$ cat src/hdl/postfix_expression_evaluator_defines.svh
// Assertion macros shared by the postfix expression evaluator RTL.
`ifndef POSTFIX_EXPRESSION_EVALUATOR_DEFINES_SVH
`define POSTFIX_EXPRESSION_EVALUATOR_DEFINES_SVH

// Same-cycle implication, checked on clk, off during rst.
`define PEE_ASSERT_NOW(lbl, ante, cons, msg) \
  lbl: assert property (@(posedge clk) disable iff (rst) (ante) |-> (cons)) \
    else $error(msg);

// Next-cycle implication, checked on clk, off during rst.
`define PEE_ASSERT_NEXT(lbl, ante, cons, msg) \
  lbl: assert property (@(posedge clk) disable iff (rst) (ante) |=> (cons)) \
    else $error(msg);

`endif

$ cat src/hdl/pee_pkg.sv
// Shared types and constants for the postfix expression evaluator.
package pee_pkg;

  // Character codes
  localparam logic [7:0] CH_NUL   = 8'h00;
  localparam logic [7:0] CH_0     = 8'h30;
  localparam logic [7:0] CH_9     = 8'h39;
  localparam logic [7:0] CH_PLUS  = 8'h2B;
  localparam logic [7:0] CH_MINUS = 8'h2D;
  localparam logic [7:0] CH_STAR  = 8'h2A;
  localparam logic [7:0] CH_SLASH = 8'h2F;

  // Status codes
  localparam logic [2:0] ST_OK      = 3'd0;
  localparam logic [2:0] ST_BADCHAR = 3'd1;
  localparam logic [2:0] ST_UNDER   = 3'd2;
  localparam logic [2:0] ST_FULL    = 3'd3;
  localparam logic [2:0] ST_DIVZERO = 3'd4;
  localparam logic [2:0] ST_NOTONE  = 3'd5;

  localparam int RESULT_W = 32;

  // Arithmetic unit operations
  typedef logic [1:0] alu_op_t;
  localparam alu_op_t OP_ADD = 2'd0;
  localparam alu_op_t OP_SUB = 2'd1;
  localparam alu_op_t OP_MUL = 2'd2;
  localparam alu_op_t OP_DIV = 2'd3;

  // Request from the sequencer to the arithmetic unit
  typedef struct packed {
    logic    start;
    alu_op_t op;
  } alu_ctl_t;

endpackage

$ cat src/hdl/postfix_expression_evaluator.sv
// Top level of the postfix expression evaluator: sequencer, stack and result register.
// '*' and '/' use the bit-serial multiply/divide in the shared arithmetic unit, while
// '+' and '-' need no iteration there. The end byte's result sits in an output register.
// One item in flight at a time.
// Reset clears the stack count, the error and the output valid; stack data is not reset.
`include "postfix_expression_evaluator_defines.svh"
module postfix_expression_evaluator import pee_pkg::*; #(
  parameter int STACK_DEPTH = 16,
  parameter int DATA_WIDTH  = 32
) (
  input  logic                clk,
  input  logic                rst,
  input  logic                symbol_valid,
  output logic                symbol_stall,
  input  logic [7:0]          symbol,
  output logic                result_valid,
  input  logic                result_stall,
  output logic [RESULT_W-1:0] result_value,
  output logic [2:0]          status
);

  localparam int CW = $clog2(STACK_DEPTH + 1);
  localparam int AW = $clog2(STACK_DEPTH);

  localparam logic [1:0] S_IDLE = 2'd0;
  localparam logic [1:0] S_EXEC = 2'd1;
  localparam logic [1:0] S_WAIT = 2'd2;

  logic [1:0]            state;
  logic [1:0]            state_next;
  logic [7:0]            sym;
  logic [CW-1:0]         count;
  logic [CW-1:0]         count_next;
  logic [2:0]            err;
  logic [2:0]            err_next;

  logic                  wr_en;
  logic [AW-1:0]         wr_addr;
  logic [DATA_WIDTH-1:0] wr_data;
  logic [AW-1:0]         addr_top;
  logic [AW-1:0]         addr_nos;
  logic [DATA_WIDTH-1:0] rd_top;
  logic [DATA_WIDTH-1:0] rd_nos;

  alu_ctl_t              alu_ctl;
  alu_op_t               sym_op;
  logic                  alu_done;
  logic [DATA_WIDTH-1:0] alu_result;

  logic                  is_digit;
  logic                  is_op;
  logic                  out_load;
  logic [2:0]            out_status;
  logic [RESULT_W-1:0]   out_value;
  logic                  accept;

  assign accept       = symbol_valid && !symbol_stall;
  assign symbol_stall = (state != S_IDLE);

  // Stack reads follow the current depth every cycle
  assign addr_top = AW'(count - CW'(1));
  assign addr_nos = AW'(count - CW'(2));

  pee_stack #(
    .DEPTH (STACK_DEPTH),
    .WIDTH (DATA_WIDTH)
  ) u_stack (
    .clk       (clk),
    .wr_en     (wr_en),
    .wr_addr   (wr_addr),
    .wr_data   (wr_data),
    .rd_addr_a (addr_top),
    .rd_addr_b (addr_nos),
    .rd_data_a (rd_top),
    .rd_data_b (rd_nos)
  );

  pee_alu #(
    .W (DATA_WIDTH)
  ) u_alu (
    .clk    (clk),
    .rst    (rst),
    .ctl    (alu_ctl),
    .lhs    (rd_nos),
    .rhs    (rd_top),
    .done   (alu_done),
    .result (alu_result)
  );

  // Symbol decode
  assign is_digit = (sym >= CH_0) && (sym <= CH_9);
  assign is_op    = (sym == CH_PLUS) || (sym == CH_MINUS) ||
                    (sym == CH_STAR) || (sym == CH_SLASH);

  always_comb begin
    unique case (sym)
      CH_MINUS: sym_op = OP_SUB;
      CH_STAR:  sym_op = OP_MUL;
      CH_SLASH: sym_op = OP_DIV;
      default:  sym_op = OP_ADD;
    endcase
  end

  // Final status and value for an end byte
  assign out_status = (err != ST_OK) ? err :
                      ((count == CW'(1)) ? ST_OK : ST_NOTONE);
  assign out_value  = (out_status == ST_OK) ? RESULT_W'(rd_top) : '0;

  // Sequencer
  always_comb begin
    state_next  = state;
    count_next  = count;
    err_next    = err;
    wr_en       = 1'b0;
    wr_addr     = addr_nos;
    wr_data     = alu_result;
    alu_ctl     = '{start: 1'b0, op: sym_op};
    out_load    = 1'b0;
    unique case (state)
      S_IDLE: begin
        if (accept) begin
          state_next = S_EXEC;
        end
      end
      S_EXEC: begin
        state_next = S_IDLE;
        if (sym == CH_NUL) begin
          if (!result_valid || !result_stall) begin
            out_load   = 1'b1;
            count_next = '0;
            err_next   = ST_OK;
          end else begin
            state_next = S_EXEC;
          end
        end else if (err != ST_OK) begin
          // sticky error: drop the byte
          state_next = S_IDLE;
        end else if (is_digit) begin
          if (count >= CW'(STACK_DEPTH)) begin
            err_next = ST_FULL;
          end else begin
            wr_en      = 1'b1;
            wr_addr    = AW'(count);
            wr_data    = DATA_WIDTH'(sym[3:0]);
            count_next = count + CW'(1);
          end
        end else if (is_op) begin
          if (count < CW'(2)) begin
            err_next = ST_UNDER;
          end else if (sym == CH_SLASH && rd_top == '0) begin
            err_next = ST_DIVZERO;
          end else begin
            alu_ctl.start = 1'b1;
            state_next    = S_WAIT;
          end
        end else begin
          err_next = ST_BADCHAR;
        end
      end
      S_WAIT: begin
        // replace the two operands with the result
        if (alu_done) begin
          wr_en      = 1'b1;
          count_next = count - CW'(1);
          state_next = S_IDLE;
        end
      end
      default: begin
        state_next = S_IDLE;
      end
    endcase
  end

  // Control registers
  always_ff @(posedge clk) begin
    if (rst) begin
      state <= S_IDLE;
      count <= '0;
      err   <= ST_OK;
    end else begin
      state <= state_next;
      count <= count_next;
      err   <= err_next;
    end
  end

  // Captured symbol
  always_ff @(posedge clk) begin
    if (accept) begin
      sym <= symbol;
    end
  end

  // Output register
  always_ff @(posedge clk) begin
    if (rst) begin
      result_valid <= 1'b0;
    end else if (out_load) begin
      result_valid <= 1'b1;
    end else if (!result_stall) begin
      result_valid <= 1'b0;
    end
  end

  always_ff @(posedge clk) begin
    if (out_load) begin
      result_value <= out_value;
      status       <= out_status;
    end
  end

  // Checks
  `PEE_ASSERT_NOW(a_count_range, 1'b1, count <= CW'(STACK_DEPTH), "stack count overflow")
  `PEE_ASSERT_NOW(a_err_value_zero, result_valid && status != ST_OK,
                  result_value == '0, "nonzero value with error")
  `PEE_ASSERT_NEXT(a_accept_exec, accept, state == S_EXEC, "accepted item not executed")
  `PEE_ASSERT_NOW(a_done_in_wait, alu_done, state == S_WAIT, "arithmetic result outside wait")

endmodule

$ cat src/hdl/pee_stack.sv
// Operand stack memory: one write port, two registered read ports.
module pee_stack #(
  parameter int DEPTH = 16,
  parameter int WIDTH = 32
) (
  input  logic                     clk,
  input  logic                     wr_en,
  input  logic [$clog2(DEPTH)-1:0] wr_addr,
  input  logic [WIDTH-1:0]         wr_data,
  input  logic [$clog2(DEPTH)-1:0] rd_addr_a,
  input  logic [$clog2(DEPTH)-1:0] rd_addr_b,
  output logic [WIDTH-1:0]         rd_data_a,
  output logic [WIDTH-1:0]         rd_data_b
);

  logic [WIDTH-1:0] mem [DEPTH];

  // Write and registered reads
  always_ff @(posedge clk) begin
    if (wr_en) begin
      mem[wr_addr] <= wr_data;
    end
    rd_data_a <= mem[rd_addr_a];
    rd_data_b <= mem[rd_addr_b];
  end

endmodule

$ cat src/hdl/pee_alu.sv
// Shared arithmetic unit: one adder serves add, subtract, shift-add
// multiply and restoring divide, one bit per cycle for multiply and divide.
module pee_alu import pee_pkg::*; #(
  parameter int W = 32
) (
  input  logic         clk,
  input  logic         rst,
  input  alu_ctl_t     ctl,
  input  logic [W-1:0] lhs,
  input  logic [W-1:0] rhs,
  output logic         done,
  output logic [W-1:0] result
);

  localparam int NW = $clog2(W + 1);

  localparam logic [1:0] P_IDLE = 2'd0;
  localparam logic [1:0] P_RUN  = 2'd1;
  localparam logic [1:0] P_FIN  = 2'd2;

  logic [1:0]    phase;
  alu_op_t       op;
  logic [W-1:0]  acc;
  logic [W-1:0]  opa;
  logic [W-1:0]  opb;
  logic [NW-1:0] cnt;
  logic          neg;

  logic [W:0]    add_x;
  logic [W:0]    add_y;
  logic          add_sub;
  logic [W:0]    add_sum;
  logic [W-1:0]  lhs_mag;
  logic [W-1:0]  rhs_mag;

  assign lhs_mag = lhs[W-1] ? (~lhs + W'(1)) : lhs;
  assign rhs_mag = rhs[W-1] ? (~rhs + W'(1)) : rhs;

  // Operand selection for the single adder
  always_comb begin
    add_x   = '0;
    add_y   = '0;
    add_sub = 1'b0;
    unique case (phase)
      P_IDLE: begin
        add_x   = {1'b0, lhs};
        add_y   = {1'b0, rhs};
        add_sub = (ctl.op == OP_SUB);
      end
      P_RUN: begin
        if (op == OP_MUL) begin
          add_x = {1'b0, acc};
          add_y = {1'b0, opa};
        end else begin
          // trial subtract of divisor from shifted remainder
          add_x   = {acc, opa[W-1]};
          add_y   = {1'b0, opb};
          add_sub = 1'b1;
        end
      end
      P_FIN: begin
        // negate the quotient magnitude
        add_y   = {1'b0, opa};
        add_sub = 1'b1;
      end
      default: begin
        add_x = '0;
      end
    endcase
  end

  assign add_sum = add_x + (add_sub ? ~add_y : add_y) + (W+1)'(add_sub);

  // Sequencing of the iterative operations
  always_ff @(posedge clk) begin
    if (rst) begin
      phase <= P_IDLE;
      done  <= 1'b0;
    end else begin
      done <= 1'b0;
      unique case (phase)
        P_IDLE: begin
          if (ctl.start) begin
            op <= ctl.op;
            if (ctl.op == OP_ADD || ctl.op == OP_SUB) begin
              result <= add_sum[W-1:0];
              done   <= 1'b1;
            end else if (ctl.op == OP_MUL) begin
              acc   <= '0;
              opa   <= lhs;
              opb   <= rhs;
              cnt   <= NW'(W);
              phase <= P_RUN;
            end else begin
              acc   <= '0;
              opa   <= lhs_mag;
              opb   <= rhs_mag;
              neg   <= lhs[W-1] ^ rhs[W-1];
              cnt   <= NW'(W);
              phase <= P_RUN;
            end
          end
        end
        P_RUN: begin
          if (op == OP_MUL) begin
            if (opb[0]) begin
              acc <= add_sum[W-1:0];
            end
            opa <= {opa[W-2:0], 1'b0};
            opb <= {1'b0, opb[W-1:1]};
          end else if (!add_sum[W]) begin
            acc <= add_sum[W-1:0];
            opa <= {opa[W-2:0], 1'b1};
          end else begin
            acc <= add_x[W-1:0];
            opa <= {opa[W-2:0], 1'b0};
          end
          cnt <= cnt - NW'(1);
          if (cnt == NW'(1)) begin
            phase <= P_FIN;
          end
        end
        P_FIN: begin
          if (op == OP_MUL) begin
            result <= acc;
          end else begin
            result <= neg ? add_sum[W-1:0] : opa;
          end
          done  <= 1'b1;
          phase <= P_IDLE;
        end
        default: begin
          phase <= P_IDLE;
        end
      endcase
    end
  end

endmodule

$ cat config.mk
export PLATFORM = sky130hd
export DESIGN_NAME = postfix_expression_evaluator
export DESIGN_NICKNAME = d
export VERILOG_FILES = /design/src/hdl/pee_pkg.sv /design/src/hdl/postfix_expression_evaluator.sv /design/src/hdl/pee_stack.sv /design/src/hdl/pee_alu.sv
export VERILOG_INCLUDE_DIRS = /design/src /design/src/hdl
export SDC_FILE = /design/constraint.sdc
export NUM_CORES = 1
export LEC_CHECK = 0
export ABC_AREA = 0
export BUFFER_PORTS_ARGS = -buffer_cell sky130_fd_sc_hd__buf_2
export CORE_ASPECT_RATIO = 1.75
export CORE_MARGIN = 2
export CORE_UTILIZATION = 45
export CTS_BUF_LIST = sky130_fd_sc_hd__clkbuf_4
export CTS_CLUSTER_SIZE = 24
export DETAILED_ROUTE_END_ITERATION = 12
export HOLD_SLACK_MARGIN = 0.02
export SKIP_CTS_REPAIR_TIMING = 1
export SYNTH_ARGS = -nofsm -noshare
export SYNTH_HDL_FRONTEND = slang
export SYNTH_SLANG_ARGS = --single-unit
export TNS_END_PERCENT = 1
$ cat constraint.sdc
create_clock -name clk -period 5.62 [get_ports clk]
set_input_delay 0.281 -clock clk [delete_from_list [all_inputs] [get_ports clk]]
set_output_delay 0.281 -clock clk [all_outputs]
set_load 0.1 [all_outputs]
==> flow_metrics.env <==
export IMPL_placed_cells=3549
export IMPL_ir_drop_mv=0.177
export IMPL_place_area_mm2=0.0398
export IMPL_synth_ff_type="edfxtp_1"
export IMPL_fp_coreArea_mm2=0.0840
export IMPL_crit_arrival_ns=6.03
export IMPL_synth_distinct_cells=72
export IMPL_wl_per_cell_um=28.5
export IMPL_design_area_mm2=0.0423
export IMPL_power_density_mw_per_mm2=365
export IMPL_gp_congestion=0.934
export IMPL_drc_errors=0
export IMPL_post_route_util_pct=50.4
export IMPL_numCtsBuffers=175
export IMPL_hold_violations=0
export IMPL_via_per_inst=6.30
export IMPL_fin_nets=2731
export IMPL_die_area_mm2=0.0868
export IMPL_slew_headroom_pct=24.6
export IMPL_first_global_vias=25600
export IMPL_die_width_um=224
export IMPL_drv_cap=0
export IMPL_setup_worst_path_start="sym[7]"
export IMPL_finalCritPeriodShare_pct=92.7
export IMPL_synth_avg_cell_area_um2=15.0
export IMPL_fmaxAchievable_mhz=192
export IMPL_syn2layout_area_growth_pct=11.4
export IMPL_pin_count=49
export IMPL_hp_class="in -> reg"
export IMPL_critPathMaxFanout=29
export IMPL_htree_levels=4
export IMPL_rsz0062_at_grt="no"
export IMPL_async_flop_share_pct=0
export IMPL_root_buffer="clkbuf_4"
export IMPL_die_h_um=388
export IMPL_slew_viol_final=0
export IMPL_power_total_uw=15400
export IMPL_tightest_slew_ns=1.12
export IMPL_r2r_end="u_alu.acc[15]"
export IMPL_cp_required_ns=6.45
export IMPL_crit_type="reg -> reg"
export IMPL_drive_above_1_share_pct=27.8
export IMPL_grt_total_usage_pct=25.7
export IMPL_syn_nets=2589
export IMPL_synth_edf_count=692
export IMPL_seq_area_frac_synth_pct=58.8
export IMPL_fin_cells=3900
export IMPL_grt_max_degree=122
export IMPL_ys_warn_count=0
export IMPL_netlist_area_mm2=0.0380
export IMPL_ys_ff_latch=770
export IMPL_setup_viol=0
export IMPL_synthesis_instances=2532
export IMPL_crit_end="u_alu.acc[15]"
export IMPL_rr_worst_depth=18
export IMPL_tns_ns=0
export IMPL_cts_tree="built"
export IMPL_cp_end_kind="flop"
export IMPL_drtIter0Drc=2420
export IMPL_post_route_min_period_ns=5.21
export IMPL_r2r_start="sym[7]"
export IMPL_hold_start="result_stall"
export IMPL_num_vias=24600
export IMPL_grt_remaining_overflow=0
export IMPL_num_rows=141
export IMPL_grt_pass1_wl_mm=163
export IMPL_insertion_delay_ns=1.01
export IMPL_r2r_slack_ns=0.41
export IMPL_startpoint_type="flop"
export IMPL_antenna_found_initial=4
export IMPL_initial_core_util_pct=45.2
export IMPL_clock_sinks=770
export IMPL_wirelength_mm=111
export IMPL_first_pass_iters=6
export IMPL_status="finished clean"
export IMPL_clk_path_buf_depth=3
export IMPL_p_leak_uw=0.0140
export IMPL_finClkSkew_ns=0.0648
export IMPL_port_buffers=48
export IMPL_clk_pin_slew_ns=0.08
export IMPL_ant_nets=0
export IMPL_hpwl_mm=70.1
## worst min path at each step
stage,end,cells after the start
2_1_floorplan,u_alu.phase[1],1
3_3_place_gp,status[1],0
3_5_place_dp,sym[2],1
4_1_cts,sym[2],1
5_1_grt,result_value[31],3
6_report,result_value[4],3
## Yosys cell counts (26+ instances only)
library cell	count	area (um2)
a211oi_1	37	278
a21oi_1	127	636
o21ai_0	113	566
nand2_1	204	766
nor2b_1	39	244
edfxtp_1	692	20800
mux2i_1	27	270
buf_1	28	105
xnor2_1	54	473
a22oi_1	55	413
and2_1	26	163
clkbuf_1	142	533
nor2_1	122	458
inv_1	31	116
ha_1	44	551
dfxtp_1	78	1560
mux4_2	320	7210
xor2_1	77	674
o22ai_1	65	407
and3_1	37	231
## through the flow
| stage | worst slack [ns] | hold slack, ns |
|---|---|---|
| 6_report | 0.412 | 0.204 |
| 3_3_place_gp | 0.472 | 0.463 |
| 3_5_place_dp | 0.462 | 0.463 |
| 2_1_floorplan | 0.622 | 0.360 |
| 4_1_cts | 0.428 | -0.647 |
| 5_1_grt | 0.106 | 0.141 |
## metal layers
layer,track usage [%],routed length (um)
met4,13.4,5700
met1,29.8,39700
met3,4.26,7320
met5,0,0
met2,45.7,58600
## sequential cells by signal, indices dropped and copies added, names as in the netlist, 5 cells and up
register           count
u_alu.acc             32
sym                    8
u_stack.rd_data_b     32
u_stack.rd_data_a     32
u_alu.opb             32
u_stack.mem          512
count                  5
u_alu.result          32
result_value          32
u_alu.cnt              6
u_alu.opa             32
## layout make-up
| type | instances | area, um2 |
|---|---|---|
| Fill cell | 7067 | 41700 |
| Sequential cell | 770 | 22400 |
| Multi-Input combinational cell | 1554 | 15100 |
| Clock buffer | 255 | 1910 |
| Tap cell | 1072 | 1340 |
| Timing Repair Buffer | 140 | 1090 |
| Clock inverter | 71 | 380 |
| Inverter | 33 | 124 |
| Antenna cell | 5 | 12.5 |
## placed cells by master (no fill, tap or decap), types with 14 or more instances in the layout
cell           instances
mux2i_1               27
and2_1                26
ha_1                  42
xnor2_1               52
buf_4                 63
nor2_4                19
nor2_1               103
edfxtp_1             692
dfxtp_1               74
a211oi_1              37
nor3_1                18
o21ai_0              112
xor2_1                76
mux4_2               320
clkinv_1              46
a22oi_1               55
buf_2                 48
nand3_1               21
o22ai_1               65
nand2_1              204
clkinv_2              14
clkbuf_4             255
and3_1                37
nor2b_1               38
a21oi_1              125
a21o_1                15
dlygate4sd3_1         20
inv_1                 31
## cells by family (layout without fill, tap and decap cells)
group | Yosys count | after routing | synth area share, %
muxes | 352 | 352 | 19.8
adders and majority gates | 45 | 45 | 1.50
and+or+nand+nor | 544 | 544 | 6.88
other | 0 | 5 | 0
xor gates and xnor gates | 131 | 131 | 3.02
buffers and inverters | 208 | 499 | 2.09
AOI/OAI and AO/OA | 482 | 482 | 7.81
DFF | 770 | 770 | 58.8
## worst max-delay path, cell delays in order (launching register included)
cell      delay, ns
edfxtp_1       0.38
or3b_1         0.45
nor2_2         0.28
a21o_2         0.41
buf_12         0.26
xor2_1         0.16
o22ai_1        0.10
ha_1           0.44
and4_1         0.33
nand4_1        0.14
o21bai_1       0.21
o211ai_1       0.20
o211ai_2       0.20
o21ai_1        0.34
xnor2_1        0.16
nand2_2        0.21
buf_12         0.28
mux2_2         0.36
nor2_1         0.10
## report_power, final
| part | total, uW | internal, uW | switching [uW] |
|---|---|---|---|
| logic | 4050 | 1790 | 2260 |
| registers | 6850 | 6480 | 371 |
| clock network | 4530 | 2240 | 2290 |
Power figures use the tool's default switching activity.
